<file path="src/sv/hcbd_pkg.sv">
`default_nettype none
// ----------------------------------------------------------------------------
// hcbd_pkg
// Types, character codes and helpers shared by the chunked body decoder files.
// ----------------------------------------------------------------------------
package hcbd_pkg;

    localparam int SIZE_BITS_DEFAULT = 32;
    localparam int COUNT_BITS        = 32;

    localparam logic [7:0] CHAR_CR    = 8'h0D;
    localparam logic [7:0] CHAR_LF    = 8'h0A;
    localparam logic [7:0] CHAR_SPACE = 8'h20;
    localparam logic [7:0] CHAR_TAB   = 8'h09;
    localparam logic [7:0] CHAR_SEMI  = 8'h3B;
    localparam logic [7:0] CHAR_COLON = 8'h3A;

    localparam logic [1:0] STATUS_RUNNING    = 2'd0;
    localparam logic [1:0] STATUS_DONE       = 2'd1;
    localparam logic [1:0] STATUS_ERROR      = 2'd2;
    localparam logic [1:0] STATUS_INCOMPLETE = 2'd3;

    typedef enum logic [2:0] {
        PH_SIZE,
        PH_BAD,
        PH_DATA,
        PH_DCR,
        PH_DLF,
        PH_TRAILER,
        PH_DONE,
        PH_FAIL
    } phase_t;

    typedef struct packed {
        logic       valid;
        logic [3:0] value;
    } hex_digit_t;

    function automatic hex_digit_t hex_decode(input logic [7:0] c);
        hex_digit_t d;
        d.valid = 1'b1;
        d.value = 4'd0;
        if (c >= 8'h30 && c <= 8'h39)
        begin
            d.value = 4'(c - 8'h30);
        end
        else if (c >= 8'h61 && c <= 8'h66)
        begin
            d.value = 4'(c - 8'h57);
        end
        else if (c >= 8'h41 && c <= 8'h46)
        begin
            d.value = 4'(c - 8'h37);
        end
        else
        begin
            d.valid = 1'b0;
        end
        return d;
    endfunction

endpackage
`default_nettype wire

</file>
<file path="src/sv/http_chunked_body_decoder_unit.sv">
`default_nettype none
// The result for a byte is registered and presented in the cycle after the beat is accepted.
// Throughput: one byte per cycle while the output is not stalled; the single result register sets the rate.
// The input stalls only while a held result is itself stalled at the output.
// Reset (rst_n low, asynchronous) returns the decoder to the start of a size line,
// clears all counters and line flags, and empties the result register.
// ----------------------------------------------------------------------------
// http_chunked_body_decoder_unit
// Decodes an HTTP/1.1 chunked message body one byte per beat, passing chunk
// data out as body bytes and reporting done, error or incomplete status.
// ----------------------------------------------------------------------------
module http_chunked_body_decoder_unit
    import hcbd_pkg::*;
#(
    parameter int SIZE_BITS = SIZE_BITS_DEFAULT
)
(
    input  wire logic                  clk,
    input  wire logic                  rst_n,
    input  wire logic                  in_valid,
    output logic                       in_stall,
    input  wire logic [7:0]            data_byte,
    input  wire logic                  input_last,
    output logic                       out_valid,
    input  wire logic                  out_stall,
    output logic                       body_valid,
    output logic [7:0]                 body_byte,
    output logic [1:0]                 status,
    output logic [COUNT_BITS-1:0]      consumed_count
);

    phase_t                 phase_reg, phase_next;
    logic [SIZE_BITS-1:0]   size_accum_reg, size_accum_next;
    logic [SIZE_BITS-1:0]   data_remaining_reg, data_remaining_next;
    logic                   digit_seen_reg, digit_seen_next;
    logic                   digits_closed_reg, digits_closed_next;
    logic                   in_extension_reg, in_extension_next;
    logic                   cr_pending_reg, cr_pending_next;
    logic                   trailer_nonempty_reg, trailer_nonempty_next;
    logic                   trailer_colon_reg, trailer_colon_next;
    logic [COUNT_BITS-1:0]  byte_counter_reg, byte_counter_next;

    logic                   out_valid_reg;
    logic                   body_valid_reg, body_valid_next;
    logic [7:0]             body_byte_reg, body_byte_next;
    logic [1:0]             status_reg, status_next;
    logic [COUNT_BITS-1:0]  consumed_reg, consumed_next;

    logic                   accept;
    logic                   is_blank;
    logic [SIZE_BITS-1:0]   remaining_dec;
    hex_digit_t             digit;

    assign in_stall = out_valid_reg && out_stall;
    assign accept   = in_valid && !in_stall;

    assign is_blank = (data_byte == CHAR_SPACE) || (data_byte == CHAR_TAB)
                   || (data_byte == CHAR_LF);
    assign digit         = hex_decode(data_byte);
    assign remaining_dec = data_remaining_reg - SIZE_BITS'(1);

    always_comb
    begin
        phase_next            = phase_reg;
        size_accum_next       = size_accum_reg;
        data_remaining_next   = data_remaining_reg;
        digit_seen_next       = digit_seen_reg;
        digits_closed_next    = digits_closed_reg;
        in_extension_next     = in_extension_reg;
        cr_pending_next       = cr_pending_reg;
        trailer_nonempty_next = trailer_nonempty_reg;
        trailer_colon_next    = trailer_colon_reg;
        byte_counter_next     = byte_counter_reg;
        body_valid_next       = 1'b0;
        body_byte_next        = 8'd0;

        if (phase_reg != PH_DONE && phase_reg != PH_FAIL)
        begin
            byte_counter_next = byte_counter_reg + COUNT_BITS'(1);
        end

        unique case (phase_reg)
            PH_SIZE, PH_BAD:
            begin
                if (cr_pending_reg && data_byte == CHAR_LF)
                begin
                    if (phase_reg == PH_BAD || !digit_seen_reg)
                    begin
                        phase_next = PH_FAIL;
                    end
                    else if (size_accum_reg == '0)
                    begin
                        phase_next = PH_TRAILER;
                    end
                    else
                    begin
                        data_remaining_next = size_accum_reg;
                        phase_next          = PH_DATA;
                    end
                    size_accum_next       = '0;
                    digit_seen_next       = 1'b0;
                    digits_closed_next    = 1'b0;
                    in_extension_next     = 1'b0;
                    cr_pending_next       = 1'b0;
                    trailer_nonempty_next = 1'b0;
                    trailer_colon_next    = 1'b0;
                end
                else
                begin
                    // A CR that was not followed by LF counts as a blank.
                    if (cr_pending_reg && phase_reg == PH_SIZE && !in_extension_reg
                        && digit_seen_reg)
                    begin
                        digits_closed_next = 1'b1;
                    end
                    cr_pending_next = (data_byte == CHAR_CR);
                    if (data_byte != CHAR_CR && phase_reg == PH_SIZE && !in_extension_reg)
                    begin
                        if (data_byte == CHAR_SEMI)
                        begin
                            in_extension_next = 1'b1;
                        end
                        else if (is_blank)
                        begin
                            if (digit_seen_reg)
                            begin
                                digits_closed_next = 1'b1;
                            end
                        end
                        else if (!digit.valid || digits_closed_next)
                        begin
                            phase_next = PH_BAD;
                        end
                        else if (size_accum_reg[SIZE_BITS-1 -: 4] != 4'd0)
                        begin
                            phase_next = PH_BAD;
                        end
                        else
                        begin
                            size_accum_next = {size_accum_reg[SIZE_BITS-5:0], digit.value};
                            digit_seen_next = 1'b1;
                        end
                    end
                end
            end
            PH_DATA:
            begin
                body_valid_next     = 1'b1;
                body_byte_next      = data_byte;
                data_remaining_next = remaining_dec;
                if (remaining_dec == '0)
                begin
                    phase_next = PH_DCR;
                end
            end
            PH_DCR:
            begin
                phase_next = (data_byte == CHAR_CR) ? PH_DLF : PH_FAIL;
            end
            PH_DLF:
            begin
                phase_next = (data_byte == CHAR_LF) ? PH_SIZE : PH_FAIL;
            end
            PH_TRAILER:
            begin
                if (cr_pending_reg && data_byte == CHAR_LF)
                begin
                    if (!trailer_nonempty_reg)
                    begin
                        phase_next = PH_DONE;
                    end
                    else if (!trailer_colon_reg)
                    begin
                        phase_next = PH_FAIL;
                    end
                    size_accum_next       = '0;
                    digit_seen_next       = 1'b0;
                    digits_closed_next    = 1'b0;
                    in_extension_next     = 1'b0;
                    cr_pending_next       = 1'b0;
                    trailer_nonempty_next = 1'b0;
                    trailer_colon_next    = 1'b0;
                end
                else
                begin
                    if (cr_pending_reg || data_byte != CHAR_CR)
                    begin
                        trailer_nonempty_next = 1'b1;
                    end
                    cr_pending_next = (data_byte == CHAR_CR);
                    if (data_byte == CHAR_COLON)
                    begin
                        trailer_colon_next = 1'b1;
                    end
                end
            end
            PH_DONE, PH_FAIL:
            begin
            end
            default:
            begin
            end
        endcase

        consumed_next = '0;
        if (phase_next == PH_DONE)
        begin
            status_next   = STATUS_DONE;
            consumed_next = byte_counter_next;
        end
        else if (phase_next == PH_FAIL)
        begin
            status_next = STATUS_ERROR;
        end
        else if (input_last)
        begin
            status_next = STATUS_INCOMPLETE;
        end
        else
        begin
            status_next = STATUS_RUNNING;
        end
    end

    always_ff @(posedge clk or negedge rst_n)
    begin
        if (!rst_n)
        begin
            phase_reg            <= PH_SIZE;
            size_accum_reg       <= '0;
            data_remaining_reg   <= '0;
            digit_seen_reg       <= 1'b0;
            digits_closed_reg    <= 1'b0;
            in_extension_reg     <= 1'b0;
            cr_pending_reg       <= 1'b0;
            trailer_nonempty_reg <= 1'b0;
            trailer_colon_reg    <= 1'b0;
            byte_counter_reg     <= '0;
            out_valid_reg        <= 1'b0;
        end
        else
        begin
            if (accept)
            begin
                phase_reg            <= phase_next;
                size_accum_reg       <= size_accum_next;
                data_remaining_reg   <= data_remaining_next;
                digit_seen_reg       <= digit_seen_next;
                digits_closed_reg    <= digits_closed_next;
                in_extension_reg     <= in_extension_next;
                cr_pending_reg       <= cr_pending_next;
                trailer_nonempty_reg <= trailer_nonempty_next;
                trailer_colon_reg    <= trailer_colon_next;
                byte_counter_reg     <= byte_counter_next;
                out_valid_reg        <= 1'b1;
            end
            else if (!out_stall)
            begin
                out_valid_reg <= 1'b0;
            end
        end
    end

    always_ff @(posedge clk)
    begin
        if (accept)
        begin
            body_valid_reg <= body_valid_next;
            body_byte_reg  <= body_byte_next;
            status_reg     <= status_next;
            consumed_reg   <= consumed_next;
        end
    end

    assign out_valid      = out_valid_reg;
    assign body_valid     = body_valid_reg;
    assign body_byte      = body_byte_reg;
    assign status         = status_reg;
    assign consumed_count = consumed_reg;

endmodule
`default_nettype wire

</file>
<file path="config.mk">
export PLATFORM = sky130hd
export DESIGN_NAME = http_chunked_body_decoder_unit
export DESIGN_NICKNAME = d
export VERILOG_FILES = /design/src/sv/hcbd_pkg.sv /design/src/sv/http_chunked_body_decoder_unit.sv
export SDC_FILE = /design/constraint.sdc
export NUM_CORES = 1
export LEC_CHECK = 0
export ABC_AREA = 1
export BUFFER_PORTS_ARGS = -buffer_cell sky130_fd_sc_hd__buf_2
export CELL_PAD_IN_SITES_DETAIL_PLACEMENT = 1
export CELL_PAD_IN_SITES_GLOBAL_PLACEMENT = 2
export CORE_ASPECT_RATIO = 1.4
export CORE_MARGIN = 5
export CORE_UTILIZATION = 38
export CTS_BUF_LIST = sky130_fd_sc_hd__clkbuf_8
export CTS_CLUSTER_DIAMETER = 50
export CTS_CLUSTER_SIZE = 25
export DETAILED_ROUTE_END_ITERATION = 6
export PLACE_DENSITY_LB_ADDON = 0.12
export SETUP_SLACK_MARGIN = 0.3
export SYNTH_ARGS = -nofsm -noshare
export SYNTH_HDL_FRONTEND = slang
export SYNTH_SLANG_ARGS = --single-unit
</file>
<file path="constraint.sdc">
create_clock -name clk -period 2.8 [get_ports clk]
set_clock_uncertainty 0.15 [all_clocks]
set_input_delay 0.14 -clock clk [delete_from_list [all_inputs] [get_ports clk]]
set_output_delay 0.14 -clock clk [all_outputs]
set_load 0.1 [all_outputs]
</file>
[Word-level counts from Yosys, hierarchy flattened]
Cells that the tools add are included.
Cells by class
  add/subtract/negate cells: 5
  order comparisons: 6
  equality and inequality tests: 29
  multiplexer cells: 67
  reduce and logical (&&, ||, !) cells: 36
Operator list (count)
  32-bit 2-to-1 mux: 11
  32-bit case mux with 2 select lines: 2
  32-bit logical NOT: 2
  3-bit 2-to-1 mux: 13
  32-bit by 1-bit adder with 32-bit output (second input constant): 1
  32-bit by 1-bit subtractor with 32-bit output (second input constant): 1
  3-bit inequality test (second input constant): 10
  1-bit 2-to-1 mux: 29
  8-bit by 4-bit equality test with 1-bit output (second input constant): 3
  8-bit by 6-bit equality test with 1-bit output (second input constant): 3
  8-bit by 7-bit greater-or-equal comparator with 1-bit output (second input constant): 2
  8-bit by 7-bit less-or-equal comparator with 1-bit output (second input constant): 2
  3-bit case mux with 5 select lines: 1
  3-bit equality test (second input constant): 4
  1-bit logical AND: 12
  4-bit 2-to-1 mux: 3
  1-bit case mux with 2 select lines: 5
  5-bit AND reduction: 2
  8-bit by 6-bit greater-or-equal comparator with 1-bit output (second input constant): 1
  8-bit by 6-bit less-or-equal comparator with 1-bit output (second input constant): 1
  2-bit inequality test (second input constant): 4
  8-bit by 4-bit inequality test with 1-bit output (second input constant): 1
  4-bit AND reduction: 2
  8-bit AND reduction: 1
  15 further kinds: 27
Storage, ports and cells
  bits in registers: 149
  bits of input ports: 13
  output and inout bits: 45
  word-level logic and storage cells: 158

[Logic depth before layout (Yosys ltp)]
Gate-level depths: netlist of the first run.
  depth after elaboration: 16
  depth in mapped cells: 15
  gate-level depth less buffers: 15

[Worst setup path before layout of the first run]
OpenSTA, ideal clock, no wires.
  path type: flip-flop to flip-flop
  start point: register out_valid_reg (netlist: out_valid)
  end point: register body_byte_reg[0] (netlist: body_byte[0]), enable pin
  setup time: 423 ps
  arrival time: 3022 ps
  data required time: 2227 ps
  path slack: -794 ps
  cell stages (with the launch flop): 5
  buffers on the path: 1
  period minus slack after synthesis: 3594 ps
  path through: dfrtp_1 nand2_1 inv_1 nor2_1 clkbuf_1
On the way
  word-level cells in the longest chain between the ends: 3
RTL lines
  start, declared: line http_chunked_body_decoder_unit.sv:43  | logic out_valid_reg;
  start signal, assigned: line http_chunked_body_decoder_unit.sv:239  | out_valid_reg <= 1'b0;
  start signal, assigned: line http_chunked_body_decoder_unit.sv:255  | out_valid_reg <= 1'b1;
  start signal, assigned: line http_chunked_body_decoder_unit.sv:259  | out_valid_reg <= 1'b0;
  1-bit logical AND: line http_chunked_body_decoder_unit.sv:54  | assign in_stall = out_valid_reg && out_stall;
  net in_stall: line http_chunked_body_decoder_unit.sv:21  | output logic in_stall,
  1-bit logical NOT: line http_chunked_body_decoder_unit.sv:55  | assign accept = in_valid && !in_stall;
  1-bit logical AND: line http_chunked_body_decoder_unit.sv:55
  net accept: line http_chunked_body_decoder_unit.sv:49  | logic accept;
  end signal, assigned: line http_chunked_body_decoder_unit.sv:269  | body_byte_reg <= body_byte_next;
  end, declared: line http_chunked_body_decoder_unit.sv:45  | logic [7:0] body_byte_reg, body_byte_next;
The timed path passes the listed nets, and every way through them passes these cells.
A chain may end at the register's enable or synchronous reset.

[Worst setup path after layout of the first run]
  start point: register data_remaining_reg[0]
  end point: register consumed_reg[9] (netlist: consumed_count[9]) (data pin)
On the way
  word-level cells in the longest chain between the ends: 5
RTL lines
  start, declared: line http_chunked_body_decoder_unit.sv:34  | logic [SIZE_BITS-1:0] data_remaining_reg, data_remaining_next;
  start signal, assigned: line http_chunked_body_decoder_unit.sv:247  | data_remaining_reg <= data_remaining_next;
  32-bit by 1-bit subtractor with 32-bit output: line http_chunked_body_decoder_unit.sv:60  | assign remaining_dec = data_remaining_reg - SIZE_BITS'(1);
  32-bit logical NOT: line http_chunked_body_decoder_unit.sv:151  | if (remaining_dec == '0)
  3-bit 2-to-1 mux: line http_chunked_body_decoder_unit.sv:151
  3-bit case mux with 5 select lines: line http_chunked_body_decoder_unit.sv:82  | unique case (phase_reg)
  3-bit equality test: line http_chunked_body_decoder_unit.sv:206  | if (phase_next == PH_DONE)
  end signal, assigned: line http_chunked_body_decoder_unit.sv:271  | consumed_reg <= consumed_next;
  end, declared: line http_chunked_body_decoder_unit.sv:47  | logic [COUNT_BITS-1:0] consumed_reg, consumed_next;
Every way passes these cells.

==> impl_metrics.yaml, run 1 <==
detailed_routing:
  routed_wirelength_um: 24670
  route.detailed.drc: 0
  ant_nets: 0
  dr.pass1.iters: 4
  vias: 7062
  routed_via_density: 5.048
  drtIter0Drc: 260
  wl_per_cell_um: 17.63
floorplanning:
  core_area_mm2: 0.02105
  row_count: 63
  start_util_pct: 38.26
  die_area_mm2: 0.02424
  die_w_um: 133.0
  die_h_um: 182.2
  io_pins: 58
global_route:
  grt.total_usage_pct: 21.13
  antenna_found_initial: 0
  overflow: 0
  grt_max_degree: 60
  grt_pass1_wl_um: 40430
  first_global_vias: 7703
critical_path:
  end_kind: "flip-flop"
  rr_startpoint: "data_remaining_reg[0]$_DFFE_PN0P_"
  path_max_fanout: 10
  path_class: "flip-flop to flip-flop"
  required_ns: 2.86
  crit_start: "data_remaining_reg[0]$_DFFE_PN0P_"
  start_kind: "flip-flop"
  crit_arrival_ns: 2.65
  rr_endpoint: "consumed_count[9]$_SDFFCE_PP0P_"
  r2r_slack_ns: 0.21
  r2r_cells: 15
logic_synthesis:
  synthMuxAreaShare_pct: 0.1243
  synth-seq-cells: 149
  synth_top_family_by_area: "simple AND/OR/NAND/NOR gates"
  synth_xor_area_share_pct: 3.807
  yosysWarnings: 0
  synthesis.area_mm2: 0.008053
  synth_compound_area_share_pct: 12.12
  synthAdderAreaFrac_pct: 1.088
  synth_cell_type_count: 42
  syn_avg_cell_area_um2: 7.989
  synthSimpleGateAreaFrac_pct: 25.62
  synthCells: 1008
  syn-num-nets: 1028
  yosysSeqAreaShare_pct: 48.97
placement:
  portBuffers: 57
  dp_slack_ns: -0.002525
  dpl.hpwl_um: 17850
  place_congestion: 0.8475
  dp_cells: 1335
flow_run:
  drv_cap: 0
cts:
  ctsHtreeMaxLevel: 4
  root_buffer: "clkbuf_8"
  clk_latency_ns: 0.47
  path_clk_slew_ns: 0.08
  clockBufferDepth: 2
  cts.sinks: 149
  cts_tree: "yes"
  numCtsBuffers: 17
cells_and_area:
  area_delta_synth_final_pct: 24.36
  nNetsFinal: 1146
  diodes: 0
  regArea_mm2: 0.003950
  final_common_cell: "nand2_1"
  multi_input_area_mm2: 0.003752
  fin_cells: 1399
  most-common-layout-cells: "nand2_1 (191), inv_1 (127), nor2_1 (105), dfrtp_1 (103), o21ai_0 (87)"
  drive_gt1_share_pct: 22.65
  fillers: 2563
timing:
  slew_violations: 0
  fin_hold_ws_ns: 0.01909
  timing.final.crit_period_ns: 2.586
  fmax_mhz: 386.7
  tightest_slew_ns: 0.6800
  hold_viol: 0
  setup_viol: 0
  relSlewSlack_pct: 54.67
  rsz0062_at_grt: "true"
  setup_tns_ns: 0
  setup_ws_ns: 0.2141
  fin_crit_sh_pct: 92.35
power_and_ir_drop:
  power_mw: 11.09
  sequentialPowerShare_pct: 30.4
  internal_power_mw: 5.988
  combPwrFrac_pct: 51.9
  vdd_drop_max_mv: 0.5808
  p_sw_mw: 5.102
  p_leak_nw: 4.501
  swShare_pct: 46.01
  clkPwrFrac_pct: 17.8
  p_per_area_mw_per_mm2: 1107
hold_path:
  min_path_type: "primary input to flip-flop"
  hold_path_depth: 3
  min_to: "cr_pending_reg$_DFFE_PN0P_"
  worstHoldStart: "data_byte[3]"
outcome:
  status: "complete, no violations"
==> final cells by class <==
| class | count | area share [%] |
|---|---|---|
| Sequential cell | 149 | 39.44 |
| Clock buffer | 24 | 3.298 |
| Inverter | 139 | 5.297 |
| Clock inverter | 8 | 1.424 |
| Multi-Input combinational cell | 692 | 37.47 |
| Timing Repair Buffer | 127 | 9.820 |
| Tap cell | 260 | 3.248 |
==> critical path, stage by stage (launching register included) <==
cell and delay (ns):
dfrtp_1 0.40, inv_2 0.13, ha_4 0.20, nand3_4 0.10
nor2_4 0.15, buf_6 0.11, xor2_2 0.14, nand2_1 0.06
nor2_1 0.09, nand2_1 0.09, nor2_2 0.13, nand3_2 0.13
nand4_4 0.12, buf_12 0.12, buf_12 0.12, nor2_1 0.05
==> routing by layer <==
layer	up-vias	GRT usage, %	part of all wire, %
met1	3415	23.08	40
met4	0	7.321	2.5
met2	67	40.99	55
li1	3547	-	-
met3	33	3.144	1.6
met5	-	0	0
==> cell usage after synthesis <==
master / n / share of area, %
a31oi_1: 1 / 0.078
nor4_1: 3 / 0.23
nor4_2: 1 / 0.16
inv_2: 5 / 0.23
xor2_1: 25 / 2.7
o32ai_1: 1 / 0.11
nor3_1: 12 / 0.75
edfxtp_1: 43 / 16
nand4_1: 30 / 2.3
o21ai_1: 6 / 0.37
o31a_1: 1 / 0.11
nand3_1: 46 / 2.9
o21ai_0: 91 / 5.7
nand4_4: 1 / 0.26
nor2_2: 14 / 1.1
nand2_1: 213 / 9.9
nor3_2: 1 / 0.12
clkbuf_1: 16 / 0.75
buf_2: 4 / 0.25
and2_1: 1 / 0.078
dfrtp_1: 106 / 33
o22ai_1: 37 / 2.9
o21bai_1: 1 / 0.093
clkinv_1: 1 / 0.047
buf_1: 2 / 0.093
inv_1: 133 / 6.2
o21a_1: 1 / 0.093
o31ai_1: 2 / 0.19
a21oi_1: 15 / 0.93
o2111ai_1: 1 / 0.11
xnor2_1: 10 / 1.1
buf_4: 3 / 0.28
buf_6: 3 / 0.42
mux2i_1: 1 / 0.12
nand2_2: 4 / 0.31
nor2_1: 144 / 6.7
o211ai_1: 14 / 1.3
ha_1: 7 / 1.1
nor2_4: 3 / 0.42
a22oi_1: 1 / 0.093
nand3_2: 3 / 0.37
a21oi_2: 1 / 0.11
==> logic make-up (layout without fill, tap and decap cells) <==
logic type,after synthesis,in the layout
compound gates,173,173
xor+xnor,35,35
fa+ha+maj,7,7
buf+inv,167,298
flops,149,149
mux,1,1
simple gates,476,476
==> what timing repair did <==
action / in CTS / in global routing
setup endpoints to repair: 39 / 46
hold buffers: 13 / 0
gates cloned: 2 / 0
pin swaps: 16 / 4
resized for setup: 59 / 43
setup buffers: 7 / 10
endpoints found under the hold margin: 58 / 0
==> through the flow <==
stage | area (um2) | utilization, %
floorplan | 8108 | -
global placement | 8881 | 42.20
detailed placement | 8881 | 42.20
CTS | 9801 | 46.57
global route | 10010 | 47.58
finish | 10010 | 47.58
==> power groups by stage <==
stage / logic (mW) / clock network, mW / registers [mW]
final: 5.75 / 1.97 / 3.37
after floorplan: 2.79 / 0 / 3.89
after global placement: 4.75 / 0 / 3.37
after CTS: 5.55 / 2.03 / 3.36
after global routing: 6.29 / 2.13 / 3.46
after detailed placement: 4.82 / 0 / 3.38
==> worst max path at each step <==
stage	endpoint	slack, ns	depth (start not counted)
3_3_place_gp	consumed_count[9]$_SDFFCE_PP0P_	0.05	14
2_1_floorplan	size_accum_reg[5]$_DFFE_PN0P_	0.20	13
6_report	consumed_count[9]$_SDFFCE_PP0P_	0.21	15
3_5_place_dp	consumed_count[9]$_SDFFCE_PP0P_	-0.003	14
4_1_cts	consumed_count[9]$_SDFFCE_PP0P_	0.20	15
5_1_grt	consumed_count[27]$_SDFFCE_PP0P_	0.04	16
(Power assumes the default switching activity.)
==> inputs of run 2 (changes only) <==
--- a/config.mk
+++ b/config.mk
@@ -12,6 +12,5 @@
 export CORE_ASPECT_RATIO = 1.4
 export CORE_MARGIN = 5
-export CORE_UTILIZATION = 38
-export CTS_BUF_LIST = sky130_fd_sc_hd__clkbuf_8
+export CORE_UTILIZATION = 36
 export CTS_CLUSTER_DIAMETER = 50
 export CTS_CLUSTER_SIZE = 25
--- a/constraint.sdc
+++ b/constraint.sdc
@@ -3,3 +3,3 @@
 set_input_delay 0.14 -clock clk [delete_from_list [all_inputs] [get_ports clk]]
 set_output_delay 0.14 -clock clk [all_outputs]
-set_load 0.1 [all_outputs]
+set_load 0.01 [all_outputs]
==> run 2 against run 1 <==
  * Critical path depth shrank 1
  * Critical endpoint is now consumed_count[14]$_SDFFCE_PP0P_
  * Largest cell class unchanged
  * Sequential share of layout area shrank 1.8 points
  * Hold slack gained 0.013 ns
  * Register-to-register slack worse by 0.03 ns
==> impl_metrics.yaml, run 2 (same netlist as run 1, synthesis figures left out) <==
timing:
  relSlewSlack_pct: 55.04
  timing.final.crit_period_ns: 2.616
  setup_ws_ns: 0.1838
  slew_violations: 0
  fin_crit_sh_pct: 93.44
  setup_tns_ns: 0
  setup_viol: 0
  fmax_mhz: 382.2
  fin_hold_ws_ns: 0.03222
  rsz0062_at_grt: "true"
  tightest_slew_ns: 0.6744
  hold_viol: 0
cells_and_area:
  most-common-layout-cells: "nand2_1 (185), inv_1 (128), dfrtp_1 (95), o21ai_0 (87), nor2_1 (86)"
  area_delta_synth_final_pct: 30.59
  diodes: 0
  nNetsFinal: 1161
  final_core_util_pct: 47.93
  final_common_cell: "nand2_1"
  drive_gt1_share_pct: 26.43
floorplanning:
  die_area_mm2: 0.02550
  core_area_mm2: 0.02194
  start_util_pct: 36.70
  io_pins: 58
  row_count: 64
  die_w_um: 136.4
  die_h_um: 187.0
global_route:
  grt_max_degree: 55
  antenna_found_initial: 0
  grt_pass1_wl_um: 41510
  grt.total_usage_pct: 20.75
  overflow: 0
  first_global_vias: 7916
outcome:
  status: "complete, no violations"
flow_run:
  drv_cap: 0
cts:
  path_clk_slew_ns: 0.06
  cts.sinks: 149
  ctsHtreeMaxLevel: 4
  clk_latency_ns: 0.43
  cts_tree: "yes"
  root_buffer: "clkbuf_16"
  clockBufferDepth: 2
  numCtsBuffers: 17
critical_path:
  required_ns: 2.83
  critPathBufInv: 3
  path_class: "flip-flop to flip-flop"
  cp_top_family: "simple AND/OR/NAND/NOR gates"
  crit_arrival_ns: 2.64
  slowest_stage: "dfrtp_2"
  cpPeakStageDelay_ns: 0.45
  path_max_fanout: 5
  start_kind: "flip-flop"
  path_cells: "nor2_4, inv_1, nor2_4, nand2_2, o21ai_1, nand2_1, nor2_1, nand2_1, nor2_2, nand3_2, nand4_4, buf_12, clkbuf_16, nor2_1"
  end_kind: "flip-flop"
  r2r_slack_ns: 0.18
power_and_ir_drop:
  p_leak_nw: 4.617
  vdd_drop_max_mv: 0.5438
  power_mw: 11.32
  p_per_area_mw_per_mm2: 1077
detailed_routing:
  ant_nets: 0
  dr.pass1.iters: 5
  drtIter0Drc: 183
  routed_via_density: 4.999
  wl_per_cell_um: 17.65
  vias: 7254
  route.detailed.drc: 0
  routed_wirelength_um: 25610
placement:
  dpl.hpwl_um: 18230
  portBuffers: 57
  dp_slack_ns: -0.08734
  place_congestion: 0.8514
hold_path:
  min_path_type: "primary input to flip-flop"
## run 2: cell types whose count changed in the layout (fill, tap and decap cells not counted), moves of 3 or more
cell        delta
dfrtp_2        +9
nand2_1        -6
buf_4          +8
buf_6          +4
clkbuf_1       +3
bufinv_16      -4
dfrtp_1        -8
nor2_1        -19
nor2_4        +17
clkbuf_8      -23
clkinvlp_4     +3
o21ai_1        -3
clkbuf_16     +20
nand2_2        +6
## run 2: report_power, final
part	internal, mW	total (mW)	switching [mW]	leakage [nW]
Clock	1.21	2.16	0.950	0.254
Sequential	2.90	3.45	0.553	1.81
Combinational	2.29	5.71	3.43	2.55
## run 2: metrics by stage
step / std cells / cell area [um2]
after floorplan: 1008 / 8054
after detailed placement: 1369 / 8889
after global routing: 1451 / 10520
after global placement: 1369 / 8889
final: 1451 / 10520
after CTS: 1436 / 10040
## run 2: metal layers
metal | up-vias | wire, um | global-route usage [%]
li1 | 3584 | - | -
met1 | 3540 | 10140 | 22.98
met2 | 86 | 14280 | 39.43
met3 | 44 | 461 | 3.041
met4 | 0 | 739 | 7.331
met5 | - | 0 | 0
## run 2: worst reg2reg max path: cells and delay by family (launching register included)
family,cells,cell delay [ns]
AO/OA/AOI/OAI,1,0.15
buffers and inverters,3,0.41
flip-flops,1,0.45
AND/OR/NAND/NOR,10,1.20
## run 2: area by class of cell
cell class              count  area [um2]
clock buffers              22       475.5
clock inverters            10       72.57
fillers                  2695       11420
inverters                 139       523.0
multi-input cells         692        3948
flip-flops and latches    149        3958
well taps                 297       371.6
repair buffers            142        1169
## run 2: worst paths after layout
| path | end | cells after the start | from |
|---|---|---|---|
| worst max-delay path | consumed_count[14]$_SDFFCE_PP0P_ | 14 | data_remaining_reg[3]$_DFFE_PN0P_ |
| worst min-delay path | size_accum_reg[3]$_DFFE_PN0P_ | 3 | data_byte[3] |
| worst max register to register | consumed_count[14]$_SDFFCE_PP0P_ | 14 | data_remaining_reg[3]$_DFFE_PN0P_ |
| worst min register to register | in_extension_reg$_DFFE_PN0P_ | 1 | in_extension_reg$_DFFE_PN0P_ |
| max in group asynchronous | data_remaining_reg[11]$_DFFE_PN0P_ | 3 | rst_n |
| min in group asynchronous | byte_counter_reg[4]$_DFFE_PN0P_ | 2 | rst_n |
## run 2: what timing repair did
| action | in CTS | in global routing |
|---|---|---|
| setup endpoints to repair | 35 | 67 |
| endpoints found under the hold margin | 46 | 0 |
| pin swaps | 17 | 34 |
| cloned | 2 | 2 |
| buffers inserted | 21 | 13 |
| resized for setup | 74 | 100 |
| hold buffers | 12 | 0 |
